### src/rtl/core/mctt_pkg.sv
// ----------------------------------------------------------------------------
// mctt_pkg
// Shared types and constants for the MIDI clock tempo tracker.
// ----------------------------------------------------------------------------
package mctt_pkg;

    // ticks kept in the timestamp ring
    localparam int WINDOW     = 24;
    localparam int RING_AW    = $clog2(WINDOW);
    localparam int CNT_W      = $clog2(WINDOW + 1);
    localparam int RSUM_W     = RING_AW + 1;   // oldest + count before wrap

    // field widths
    localparam int CMD_W      = 3;
    localparam int TS_W       = 32;
    localparam int POS_W      = 14;
    localparam int TEMPO_W    = 24;
    localparam int TICKS_W    = 24;

    // stream word widths
    localparam int S_DATA_W   = 48;   // ts + pos, padded to bytes
    localparam int M_DATA_W   = 64;   // tempo + playing + locate + ticks, padded
    localparam int M_USER_W   = 1;

    // 2.5e6 bpm*us in 1/256 bpm units
    localparam int TEMPO_NUM_W = 30;
    localparam logic [TEMPO_NUM_W-1:0] TEMPO_NUM = 30'd640000000;
    localparam int PROD_W      = TEMPO_NUM_W + CNT_W;

    // numerator: TEMPO_NUM*(n-1) + span/2
    localparam longint unsigned NUM_MAX =
        longint'(640000000) * longint'(WINDOW - 1) + longint'(64'h7FFF_FFFF);
    localparam int NUM_W      = $clog2(NUM_MAX + 1);
    localparam int DIV_CNT_W  = $clog2(NUM_W + 1);

    localparam logic [TEMPO_W-1:0] TEMPO_MAX = '1;
    localparam logic [TICKS_W-1:0] TICKS_MAX = '1;

    typedef enum logic [CMD_W-1:0] {
        CMD_TICK     = 3'd0,
        CMD_START    = 3'd1,
        CMD_CONTINUE = 3'd2,
        CMD_STOP     = 3'd3,
        CMD_SONG_POS = 3'd4,
        CMD_CLEAR    = 3'd5
    } cmd_t;

    typedef enum logic [2:0] {
        S_IDLE,
        S_READ,
        S_SPAN,
        S_DIV,
        S_EMIT
    } state_t;

    // divider handshake
    typedef struct packed {
        logic busy;
        logic done;
    } div_stat_t;

endpackage

### src/rtl/core/midi_clock_tempo_tracker.sv
// ----------------------------------------------------------------------------
// midi_clock_tempo_tracker
// MIDI beat clock tempo and transport tracker.
// ----------------------------------------------------------------------------
// One input word per transport event (s_axis), one output word per event
// (m_axis) showing the tracker state after that event.
// Input: tuser = cmd (tick, start, continue, stop, song position, clear all);
// tdata = tick timestamp in us and song position in sixteenths.
// A tick stores its timestamp in a 24-entry ring RAM and re-estimates the
// tempo as 640000000*(n-1)/span in 1/256 bpm (rounded, saturated), where
// span is newest minus oldest stored timestamp, mod 2^32.
// Non-tick events and a tick that finds the ring empty go straight to the
// emit step and the output register; a tick with zero span passes the RAM
// read and the span register, then emits with the tempo held. A tick that
// estimates passes the RAM read, the span register, then
// the bit-serial divider producing one quotient bit per cycle over NUM_W bits.
// One event in flight; tready is high only while idle, so a new event is
// taken only once the current one has left the emit step.
// A result sits in an output register; the next event is taken while it
// waits. If m_axis stalls, the following result holds in the emit step until
// the output register frees, and no input is taken meanwhile.
// Reset (and the clear-all command) zero tempo, transport and counters; the
// ring RAM is not cleared, only entries counted as written are ever used.
// ----------------------------------------------------------------------------
module midi_clock_tempo_tracker (
    input  logic                            clk,
    input  logic                            rst_n,
    input  logic                            s_axis_tvalid,
    output logic                            s_axis_tready,
    input  logic [mctt_pkg::S_DATA_W-1:0]   s_axis_tdata,   // timestamp_us, song_position
    input  logic [mctt_pkg::CMD_W-1:0]      s_axis_tuser,   // cmd
    output logic                            m_axis_tvalid,
    input  logic                            m_axis_tready,
    output logic [mctt_pkg::M_DATA_W-1:0]   m_axis_tdata,   // tempo_bpm_q8, is_playing,
                                                            // locate_sixteenths,
                                                            // ticks_since_locate
    output logic [mctt_pkg::M_USER_W-1:0]   m_axis_tuser    // tempo_valid
);

    mctt_pkg::state_t                   state_reg, state_next;
    logic [mctt_pkg::CNT_W-1:0]         ring_count_reg, ring_count_next;
    logic [mctt_pkg::RING_AW-1:0]       ring_oldest_reg, ring_oldest_next;
    logic [mctt_pkg::TEMPO_W-1:0]       tempo_reg, tempo_next;
    logic                               playing_reg, playing_next;
    logic [mctt_pkg::POS_W-1:0]         locate_reg, locate_next;
    logic [mctt_pkg::TICKS_W-1:0]       ticks_reg, ticks_next;
    logic                               out_valid_reg, out_valid_next;

    // payload, no reset
    logic [mctt_pkg::TS_W-1:0]          ts_reg, ts_next;
    logic [mctt_pkg::NUM_W-1:0]         prod_reg, prod_next;
    logic [mctt_pkg::TS_W-1:0]          span_reg, span_next;
    logic [mctt_pkg::M_DATA_W-1:0]      out_data_reg, out_data_next;
    logic [mctt_pkg::M_USER_W-1:0]      out_user_reg, out_user_next;

    logic                               s_accept;
    mctt_pkg::cmd_t                     cmd;
    logic [mctt_pkg::TS_W-1:0]          in_ts;
    logic [mctt_pkg::POS_W-1:0]         in_pos;

    logic                               ram_we;
    logic [mctt_pkg::RING_AW-1:0]       ram_waddr;
    logic [mctt_pkg::RING_AW-1:0]       ram_raddr;
    logic [mctt_pkg::TS_W-1:0]          ram_rdata;

    logic                               div_start;
    logic [mctt_pkg::NUM_W-1:0]         div_num;
    mctt_pkg::div_stat_t                div_stat;
    logic [mctt_pkg::NUM_W-1:0]         div_quo;

    logic [mctt_pkg::RSUM_W-1:0]        wr_sum;
    logic [mctt_pkg::RSUM_W-1:0]        old_inc;
    logic [mctt_pkg::CNT_W-1:0]         nm1;
    logic [mctt_pkg::PROD_W-1:0]        prod_full;
    logic                               out_free;

    assign s_accept      = s_axis_tvalid && s_axis_tready;
    assign s_axis_tready = (state_reg == mctt_pkg::S_IDLE);
    assign cmd           = mctt_pkg::cmd_t'(s_axis_tuser);
    assign in_ts         = s_axis_tdata[mctt_pkg::TS_W-1:0];
    assign in_pos        = s_axis_tdata[mctt_pkg::TS_W +: mctt_pkg::POS_W];
    assign out_free      = !out_valid_reg || m_axis_tready;

    // ring addressing: append while filling, overwrite oldest once full
    assign wr_sum  = mctt_pkg::RSUM_W'(ring_oldest_reg) + mctt_pkg::RSUM_W'(ring_count_reg);
    assign old_inc = mctt_pkg::RSUM_W'(ring_oldest_reg) + 1'b1;

    always_comb
    begin
        state_next       = state_reg;
        ring_count_next  = ring_count_reg;
        ring_oldest_next = ring_oldest_reg;
        tempo_next       = tempo_reg;
        playing_next     = playing_reg;
        locate_next      = locate_reg;
        ticks_next       = ticks_reg;
        ts_next          = ts_reg;
        prod_next        = prod_reg;
        span_next        = span_reg;
        out_valid_next   = out_valid_reg && !m_axis_tready;
        out_data_next    = out_data_reg;
        out_user_next    = out_user_reg;
        ram_we           = 1'b0;
        ram_waddr        = ring_oldest_reg;
        ram_raddr        = ring_oldest_reg;
        div_start        = 1'b0;
        div_num          = prod_reg + mctt_pkg::NUM_W'(span_reg[mctt_pkg::TS_W-1:1]);
        nm1              = '0;
        prod_full        = '0;

        case (state_reg)
            mctt_pkg::S_IDLE:
            begin
                if (s_accept)
                begin
                    state_next = mctt_pkg::S_EMIT;
                    case (cmd)
                        mctt_pkg::CMD_TICK:
                        begin
                            ram_we  = 1'b1;
                            ts_next = in_ts;
                            if (ring_count_reg < mctt_pkg::CNT_W'(mctt_pkg::WINDOW))
                            begin
                                if (wr_sum >= mctt_pkg::RSUM_W'(mctt_pkg::WINDOW))
                                begin
                                    ram_waddr = mctt_pkg::RING_AW'(wr_sum -
                                                mctt_pkg::RSUM_W'(mctt_pkg::WINDOW));
                                end
                                else
                                begin
                                    ram_waddr = mctt_pkg::RING_AW'(wr_sum);
                                end
                                ring_count_next = ring_count_reg + 1'b1;
                            end
                            else
                            begin
                                ram_waddr = ring_oldest_reg;
                                if (old_inc >= mctt_pkg::RSUM_W'(mctt_pkg::WINDOW))
                                begin
                                    ring_oldest_next = '0;
                                end
                                else
                                begin
                                    ring_oldest_next = mctt_pkg::RING_AW'(old_inc);
                                end
                            end
                            ram_raddr = ring_oldest_next;
                            if (ring_count_next >= mctt_pkg::CNT_W'(2))
                            begin
                                nm1        = ring_count_next - 1'b1;
                                prod_full  = mctt_pkg::TEMPO_NUM * nm1;
                                prod_next  = mctt_pkg::NUM_W'(prod_full);
                                state_next = mctt_pkg::S_READ;
                            end
                            if (playing_reg && (ticks_reg != mctt_pkg::TICKS_MAX))
                            begin
                                ticks_next = ticks_reg + 1'b1;
                            end
                        end
                        mctt_pkg::CMD_START:
                        begin
                            playing_next = 1'b1;
                            locate_next  = '0;
                            ticks_next   = '0;
                        end
                        mctt_pkg::CMD_CONTINUE:
                        begin
                            playing_next = 1'b1;
                        end
                        mctt_pkg::CMD_STOP:
                        begin
                            playing_next = 1'b0;
                        end
                        mctt_pkg::CMD_SONG_POS:
                        begin
                            locate_next = in_pos;
                            ticks_next  = '0;
                        end
                        mctt_pkg::CMD_CLEAR:
                        begin
                            ring_count_next  = '0;
                            ring_oldest_next = '0;
                            tempo_next       = '0;
                            playing_next     = 1'b0;
                            locate_next      = '0;
                            ticks_next       = '0;
                        end
                        default:
                        begin
                            // unused codes leave state untouched
                        end
                    endcase
                end
            end
            mctt_pkg::S_READ:
            begin
                // ram_rdata now holds the oldest timestamp
                span_next  = ts_reg - ram_rdata;
                state_next = mctt_pkg::S_SPAN;
            end
            mctt_pkg::S_SPAN:
            begin
                if (span_reg == '0)
                begin
                    state_next = mctt_pkg::S_EMIT;   // zero span: tempo held
                end
                else
                begin
                    div_start  = 1'b1;
                    state_next = mctt_pkg::S_DIV;
                end
            end
            mctt_pkg::S_DIV:
            begin
                if (div_stat.done)
                begin
                    if (|div_quo[mctt_pkg::NUM_W-1:mctt_pkg::TEMPO_W])
                    begin
                        tempo_next = mctt_pkg::TEMPO_MAX;
                    end
                    else
                    begin
                        tempo_next = div_quo[mctt_pkg::TEMPO_W-1:0];
                    end
                    state_next = mctt_pkg::S_EMIT;
                end
            end
            mctt_pkg::S_EMIT:
            begin
                if (out_free)
                begin
                    out_valid_next = 1'b1;
                    out_data_next  = {1'b0, ticks_reg, locate_reg, playing_reg, tempo_reg};
                    out_user_next  = (tempo_reg != '0);
                    state_next     = mctt_pkg::S_IDLE;
                end
            end
            default:
            begin
                state_next = mctt_pkg::S_IDLE;
            end
        endcase
    end

    always_ff @(posedge clk or negedge rst_n)
    begin
        if (!rst_n)
        begin
            state_reg       <= mctt_pkg::S_IDLE;
            ring_count_reg  <= '0;
            ring_oldest_reg <= '0;
            tempo_reg       <= '0;
            playing_reg     <= 1'b0;
            locate_reg      <= '0;
            ticks_reg       <= '0;
            out_valid_reg   <= 1'b0;
        end
        else
        begin
            state_reg       <= state_next;
            ring_count_reg  <= ring_count_next;
            ring_oldest_reg <= ring_oldest_next;
            tempo_reg       <= tempo_next;
            playing_reg     <= playing_next;
            locate_reg      <= locate_next;
            ticks_reg       <= ticks_next;
            out_valid_reg   <= out_valid_next;
        end
    end

    always_ff @(posedge clk)
    begin
        ts_reg       <= ts_next;
        prod_reg     <= prod_next;
        span_reg     <= span_next;
        out_data_reg <= out_data_next;
        out_user_reg <= out_user_next;
    end

    mctt_ram #(
        .WIDTH (mctt_pkg::TS_W),
        .DEPTH (mctt_pkg::WINDOW)
    ) u_ring (
        .clk   (clk),
        .we    (ram_we),
        .waddr (ram_waddr),
        .wdata (in_ts),
        .re    (s_accept),
        .raddr (ram_raddr),
        .rdata (ram_rdata)
    );

    mctt_div u_div (
        .clk   (clk),
        .rst_n (rst_n),
        .start (div_start),
        .num   (div_num),
        .den   (span_reg),
        .stat  (div_stat),
        .quo   (div_quo)
    );

    assign m_axis_tvalid = out_valid_reg;
    assign m_axis_tdata  = out_data_reg;
    assign m_axis_tuser  = out_user_reg;

    // ------------------------------------------------------------------
    // assertions
    // ------------------------------------------------------------------
    a_ring_count_bound: assert property (@(posedge clk) disable iff (!rst_n)
        ring_count_reg <= mctt_pkg::CNT_W'(mctt_pkg::WINDOW))
        else $error("ring count exceeds window");

    a_div_done_in_div: assert property (@(posedge clk) disable iff (!rst_n)
        div_stat.done |-> (state_reg == mctt_pkg::S_DIV))
        else $error("divider finished outside divide step");

    a_tick_fills_ring: assert property (@(posedge clk) disable iff (!rst_n)
        (s_accept && (s_axis_tuser == mctt_pkg::CMD_TICK)) |=> (ring_count_reg != '0))
        else $error("tick left ring empty");

    a_valid_flag: assert property (@(posedge clk) disable iff (!rst_n)
        m_axis_tvalid |-> (m_axis_tuser[0] == (m_axis_tdata[mctt_pkg::TEMPO_W-1:0] != '0)))
        else $error("tempo_valid does not match tempo");

endmodule

### src/rtl/core/mctt_ram.sv
// ----------------------------------------------------------------------------
// mctt_ram
// Generic single-write, single-read RAM with registered read data.
// ----------------------------------------------------------------------------
module mctt_ram #(
    parameter int WIDTH = 32,
    parameter int DEPTH = 24
) (
    input  logic                     clk,
    input  logic                     we,
    input  logic [$clog2(DEPTH)-1:0] waddr,
    input  logic [WIDTH-1:0]         wdata,
    input  logic                     re,
    input  logic [$clog2(DEPTH)-1:0] raddr,
    output logic [WIDTH-1:0]         rdata
);

    logic [WIDTH-1:0] mem_reg [DEPTH];
    logic [WIDTH-1:0] rdata_reg;

    always_ff @(posedge clk)
    begin
        if (we)
        begin
            mem_reg[waddr] <= wdata;
        end
        if (re)
        begin
            rdata_reg <= mem_reg[raddr];
        end
    end

    assign rdata = rdata_reg;

endmodule

### src/rtl/core/mctt_div.sv
// ----------------------------------------------------------------------------
// mctt_div
// Bit-serial restoring divider: one quotient bit per cycle, MSB first.
// ----------------------------------------------------------------------------
module mctt_div (
    input  logic                           clk,
    input  logic                           rst_n,
    input  logic                           start,
    input  logic [mctt_pkg::NUM_W-1:0]     num,
    input  logic [mctt_pkg::TS_W-1:0]      den,
    output mctt_pkg::div_stat_t            stat,
    output logic [mctt_pkg::NUM_W-1:0]     quo
);

    logic                              busy_reg, busy_next;
    logic [mctt_pkg::DIV_CNT_W-1:0]    cnt_reg, cnt_next;
    logic [mctt_pkg::NUM_W-1:0]        quo_reg, quo_next;   // dividend in, quotient out
    logic [mctt_pkg::TS_W-1:0]         rem_reg, rem_next;
    logic [mctt_pkg::TS_W-1:0]         den_reg, den_next;

    logic [mctt_pkg::TS_W:0]           shifted;
    logic [mctt_pkg::TS_W+1:0]         diff;
    logic                              ge;

    always_comb
    begin
        shifted   = {rem_reg, quo_reg[mctt_pkg::NUM_W-1]};
        diff      = {1'b0, shifted} - {2'b00, den_reg};
        ge        = ~diff[mctt_pkg::TS_W+1];
        busy_next = busy_reg;
        cnt_next  = cnt_reg;
        quo_next  = quo_reg;
        rem_next  = rem_reg;
        den_next  = den_reg;
        if (start)
        begin
            busy_next = 1'b1;
            cnt_next  = mctt_pkg::DIV_CNT_W'(mctt_pkg::NUM_W);
            quo_next  = num;
            rem_next  = '0;
            den_next  = den;
        end
        else if (busy_reg)
        begin
            if (cnt_reg != '0)
            begin
                rem_next = ge ? diff[mctt_pkg::TS_W-1:0] : shifted[mctt_pkg::TS_W-1:0];
                quo_next = {quo_reg[mctt_pkg::NUM_W-2:0], ge};
                cnt_next = cnt_reg - 1'b1;
            end
            else
            begin
                busy_next = 1'b0;
            end
        end
    end

    always_ff @(posedge clk or negedge rst_n)
    begin
        if (!rst_n)
        begin
            busy_reg <= 1'b0;
            cnt_reg  <= '0;
        end
        else
        begin
            busy_reg <= busy_next;
            cnt_reg  <= cnt_next;
        end
    end

    always_ff @(posedge clk)
    begin
        quo_reg <= quo_next;
        rem_reg <= rem_next;
        den_reg <= den_next;
    end

    assign stat.busy = busy_reg;
    assign stat.done = busy_reg && (cnt_reg == '0);
    assign quo       = quo_reg;

endmodule
### config.mk
export PLATFORM = sky130hd
export DESIGN_NAME = midi_clock_tempo_tracker
export DESIGN_NICKNAME = d
export VERILOG_FILES = /design/src/rtl/core/mctt_pkg.sv /design/src/rtl/core/midi_clock_tempo_tracker.sv /design/src/rtl/core/mctt_ram.sv /design/src/rtl/core/mctt_div.sv
export SDC_FILE = /design/constraint.sdc
export NUM_CORES = 2
export LEC_CHECK = 0
export BUFFER_PORTS_ARGS = -buffer_cell sky130_fd_sc_hd__buf_2
export CORE_UTILIZATION = 45
export CTS_CLUSTER_SIZE = 24
export DETAILED_ROUTE_END_ITERATION = 10
export PLACE_DENSITY = 0.57
export RECOVER_POWER = 100
export SETUP_SLACK_MARGIN = 0.3
export SLEW_MARGIN = 10
export SYNTH_ARGS = -nofsm -noshare
export SYNTH_HDL_FRONTEND = slang
export SYNTH_SLANG_ARGS = --single-unit
### constraint.sdc
create_clock -name clk -period 8.4 [get_ports clk]
set_clock_uncertainty 0.2 [all_clocks]
set_input_delay 0.42 -clock clk [delete_from_list [all_inputs] [get_ports clk]]
set_output_delay 0.42 -clock clk [all_outputs]
set_load 0.01 [all_outputs]
==> flow_metrics.tcl <==
set metrics [dict create \
    p_sw_share_pct 33.5 \
    port_buffers 118 \
    netlist_area_um2 49600 \
    status "finished with violations" \
    ant_nets 0 \
    cp-start-kind "flip-flop" \
    max_freq_mhz 139 \
    synth_top_family_by_area "simple AND/OR/NAND/NOR gates" \
    num_rows 121 \
    cp_max_fo 64 \
    h-tree-depth 3 \
    synth_fa_ha_area_share_pct 3.52 \
    die_width_um 334 \
    finalMaxSlewViolations 1167 \
    largest_reg_flops 768 \
    ctsHoldBuffers 56 \
    rsz0062_at_grt "no" \
    antenna_found_initial 5 \
    finalCriticalPeriod_ps 7180 \
    power_switching_mw 5.76 \
    synth_edf_count 1015 \
    p_seq_share_pct 41.3 \
    post_cts_buffers 0 \
    cap_violations 33 \
    drt-total-wl_um 127000 \
    drt_iter0_markers 2770 \
    synth.distinct_cells 92 \
    violations "max-capacitance violations, max-slew violations" \
    tightest_slew_ps 3380 \
    crit_type "reg -> reg" \
    async_flop_share_pct 7.43 \
    drive_gt1_share_pct 6.46 \
    synth_seq_area_share_pct 66.9 \
    min_path_type "reg -> reg" \
    nets 4302 \
    synth_compound_area_share_pct 10.9 \
    multi_input_area_um2 15200 \
    arrival_ps 7470 \
    clock_sinks 1131 \
    ys_dominant_reg_cell "edfxtp_1" \
    dpl.hpwl_um 69100 \
    vias_per_cell 5.64 \
    ctsResizeCount 0 \
    grt_usage_pct 22.5 \
    yosys_register_bits 1131 \
    leakage_nw 20.2 \
    cts_root_buffer "clkbuf_16" \
    overflow 0 \
    ios 122 \
    required_ps 8690 \
    cts_tree "yes" \
    fillers 9489 \
    synth_xor_area_share_pct 1.91 \
    register_area_um2 33200 \
    p_int_mw 11.4 \
    core_um2 109000 \
    syn-instance-count 3979 \
    p_per_area_nw_per_um2 308 \
    initial_utilization_pct 45.5 \
    clock_latency_ps 740 \
    relSlewSlack_pct -126 \
    grt_pass1_wl_um 191000 \
    pwr-share-comb_pct 29.5 \
    drcViolationCount 0 \
    synth_nets 4168 \
    finalCritPeriodShare_pct 85.5 \
    tns_ps 0 \
    cts.clk_slew.worst_paths_ps 60 \
    yosys_warnings 0 \
    power_frac_clock_pct 29.2 \
    synthSimpleGateAreaFrac_pct 13.4 \
    grt_pass1_vias 31262 \
    syn_area_per_cell_um2 12.5 \
    dieArea_um2 112000 \
    globalplace.congestion 0.844 \
    die_h_um 334 \
    hold_viol_final 0 \
    worstSetupEndpointType "flip-flop" \
    firstDrtPassIters 6 \
    synthMuxAreaShare_pct 0.509 \
    cts_buffers 116 \
    wl_per_cell_um 22.2 \
    vias 32080 \
    hold_ws_ps 248 \
    setup_violations 0 \
    peakVddDrop_uv 225 \
    syn_to_final_growth_pct 12.5 \
    clockBufferDepth 3 \
    grt_max_degree 156 \
]
## cell usage after synthesis (48+ instances only)
cell | instances | area [um2]
edfxtp_1 | 1015 | 30500
nand2_1 | 578 | 2170
o21ai_0 | 261 | 1310
nand3_1 | 214 | 1070
and3_1 | 209 | 1310
nor2_1 | 202 | 758
a211oi_1 | 199 | 1490
clkbuf_1 | 140 | 526
a21oi_1 | 138 | 691
ha_1 | 126 | 1580
inv_1 | 105 | 394
dfrtp_1 | 84 | 2100
buf_2 | 64 | 320
xnor2_1 | 63 | 552
a31oi_1 | 55 | 344
nor4_1 | 48 | 300
## path summary, 6_finish.rpt
kind / slack (ps) / cells after the start / endpoint / startpoint
max in group asynchronous: 3570 / 4 / tempo_reg[18]$_DFFE_PN0P_ / rst_n
hold reg to reg: 250 / 0 / m_axis_tdata[26]$_DFFE_PP_ / locate_reg[1]$_DFFE_PN0P_
min in group asynchronous: 1220 / 3 / locate_reg[9]$_DFFE_PN0P_ / rst_n
hold / removal: 250 / 0 / m_axis_tdata[26]$_DFFE_PP_ / locate_reg[1]$_DFFE_PN0P_
setup / recovery: 1220 / 13 / u_ring.rdata[21]$_DFFE_PP_ / state_reg[1]$_DFFE_PN0P_
setup reg to reg: 1220 / 13 / u_ring.rdata[21]$_DFFE_PP_ / state_reg[1]$_DFFE_PN0P_
## power groups by stage
stage	sequential, mW	combinational, mW	clock [mW]
finish	7.11	5.07	5.03
global route	7.16	5.68	5.33
CTS	7.09	5.17	5.13
detailed placement	7.20	5.11	0
global placement	7.19	5.06	0
floorplan	7.20	3.58	0
## kinds of logic after synthesis
kind of cell    after synthesis
compound gates              853
xor+xnor                    108
fa+ha+maj                   135
buf+inv                     328
flops                      1131
mux                          20
other cells                   1
simple gates               1403
## per-layer routing
metal | vias to the layer above | track usage [%] | wire, um
met2 | 868 | 38.4 | 61700
li1 | 15146 | - | -
met4 | 6 | 7.47 | 3890
met3 | 230 | 2.97 | 6320
met5 | - | 0 | 39
met1 | 15830 | 29.7 | 54600
## final cells by class
type / instances / share of cell area [%]
inverter: 107 / 0.750
multi-input combinational: 2520 / 27.3
tap: 1476 / 3.31
antenna: 1 / 0.00448
clock inverter: 66 / 1.14
timing repair buffer: 237 / 2.52
sequential: 1131 / 59.5
clock buffer: 150 / 5.50
## per-stage QoR
step                      cell area (um2)  utilization [%]  cells  power [mW]  worst slack, ps
after floorplan                     49600                -   3979        10.8             2460
after global placement              51900             47.6   5415        12.3             1900
after detailed placement            51900             47.6   5415        12.3             1860
after CTS                           56200             51.5   5687        17.4             1810
after global routing                55900             51.2   5688        18.2              664
final                               55900             51.2   5688        17.2             1220
## worst max-delay path, cell delays in order, from the launching register on
cell,delay (ps)
dfrtp_1,450
nor3_1,560
nand2_4,160
inv_6,410
nand2_1,490
clkinv_8,370
nand3_1,460
nand2_2,1060
and2_2,1430
buf_4,530
nand2_1,90
nand3_1,90
a21oi_1,100
nor4_1,450
## cells in the final DEF, fill, tap and decap left out, types with 9 or more instances in the layout
master	synthesis	final
nand4_1	15	15
dfxtp_1	32	32
nand2b_1	22	21
mux2i_1	14	14
inv_1	105	105
nor2b_1	19	19
o21ai_0	261	265
and3_1	209	208
or3_1	15	15
nand3_1	214	214
a31oi_1	55	54
a21o_1	44	44
dfrtp_1	84	84
o31ai_1	14	13
clkbuf_1	140	164
o21a_1	22	22
clkinv_1	0	26
nor3_1	23	22
a211oi_1	199	199
clkinv_2	0	21
dlygate4sd3_1	0	56
a311oi_1	17	17
edfxtp_1	1015	1015
xor2_1	45	45
o21ai_1	22	18
nor2_1	202	175
and4_1	12	12
nor2_4	0	26
xnor2_1	63	63
o211ai_1	9	9
clkbuf_16	0	117
ha_1	126	126
nand2_1	578	579
buf_4	6	26
a21oi_1	138	138
and2_1	16	10
buf_2	64	19
o21bai_1	10	10
nor4_1	48	48
Power figures use the tool's default switching activity.
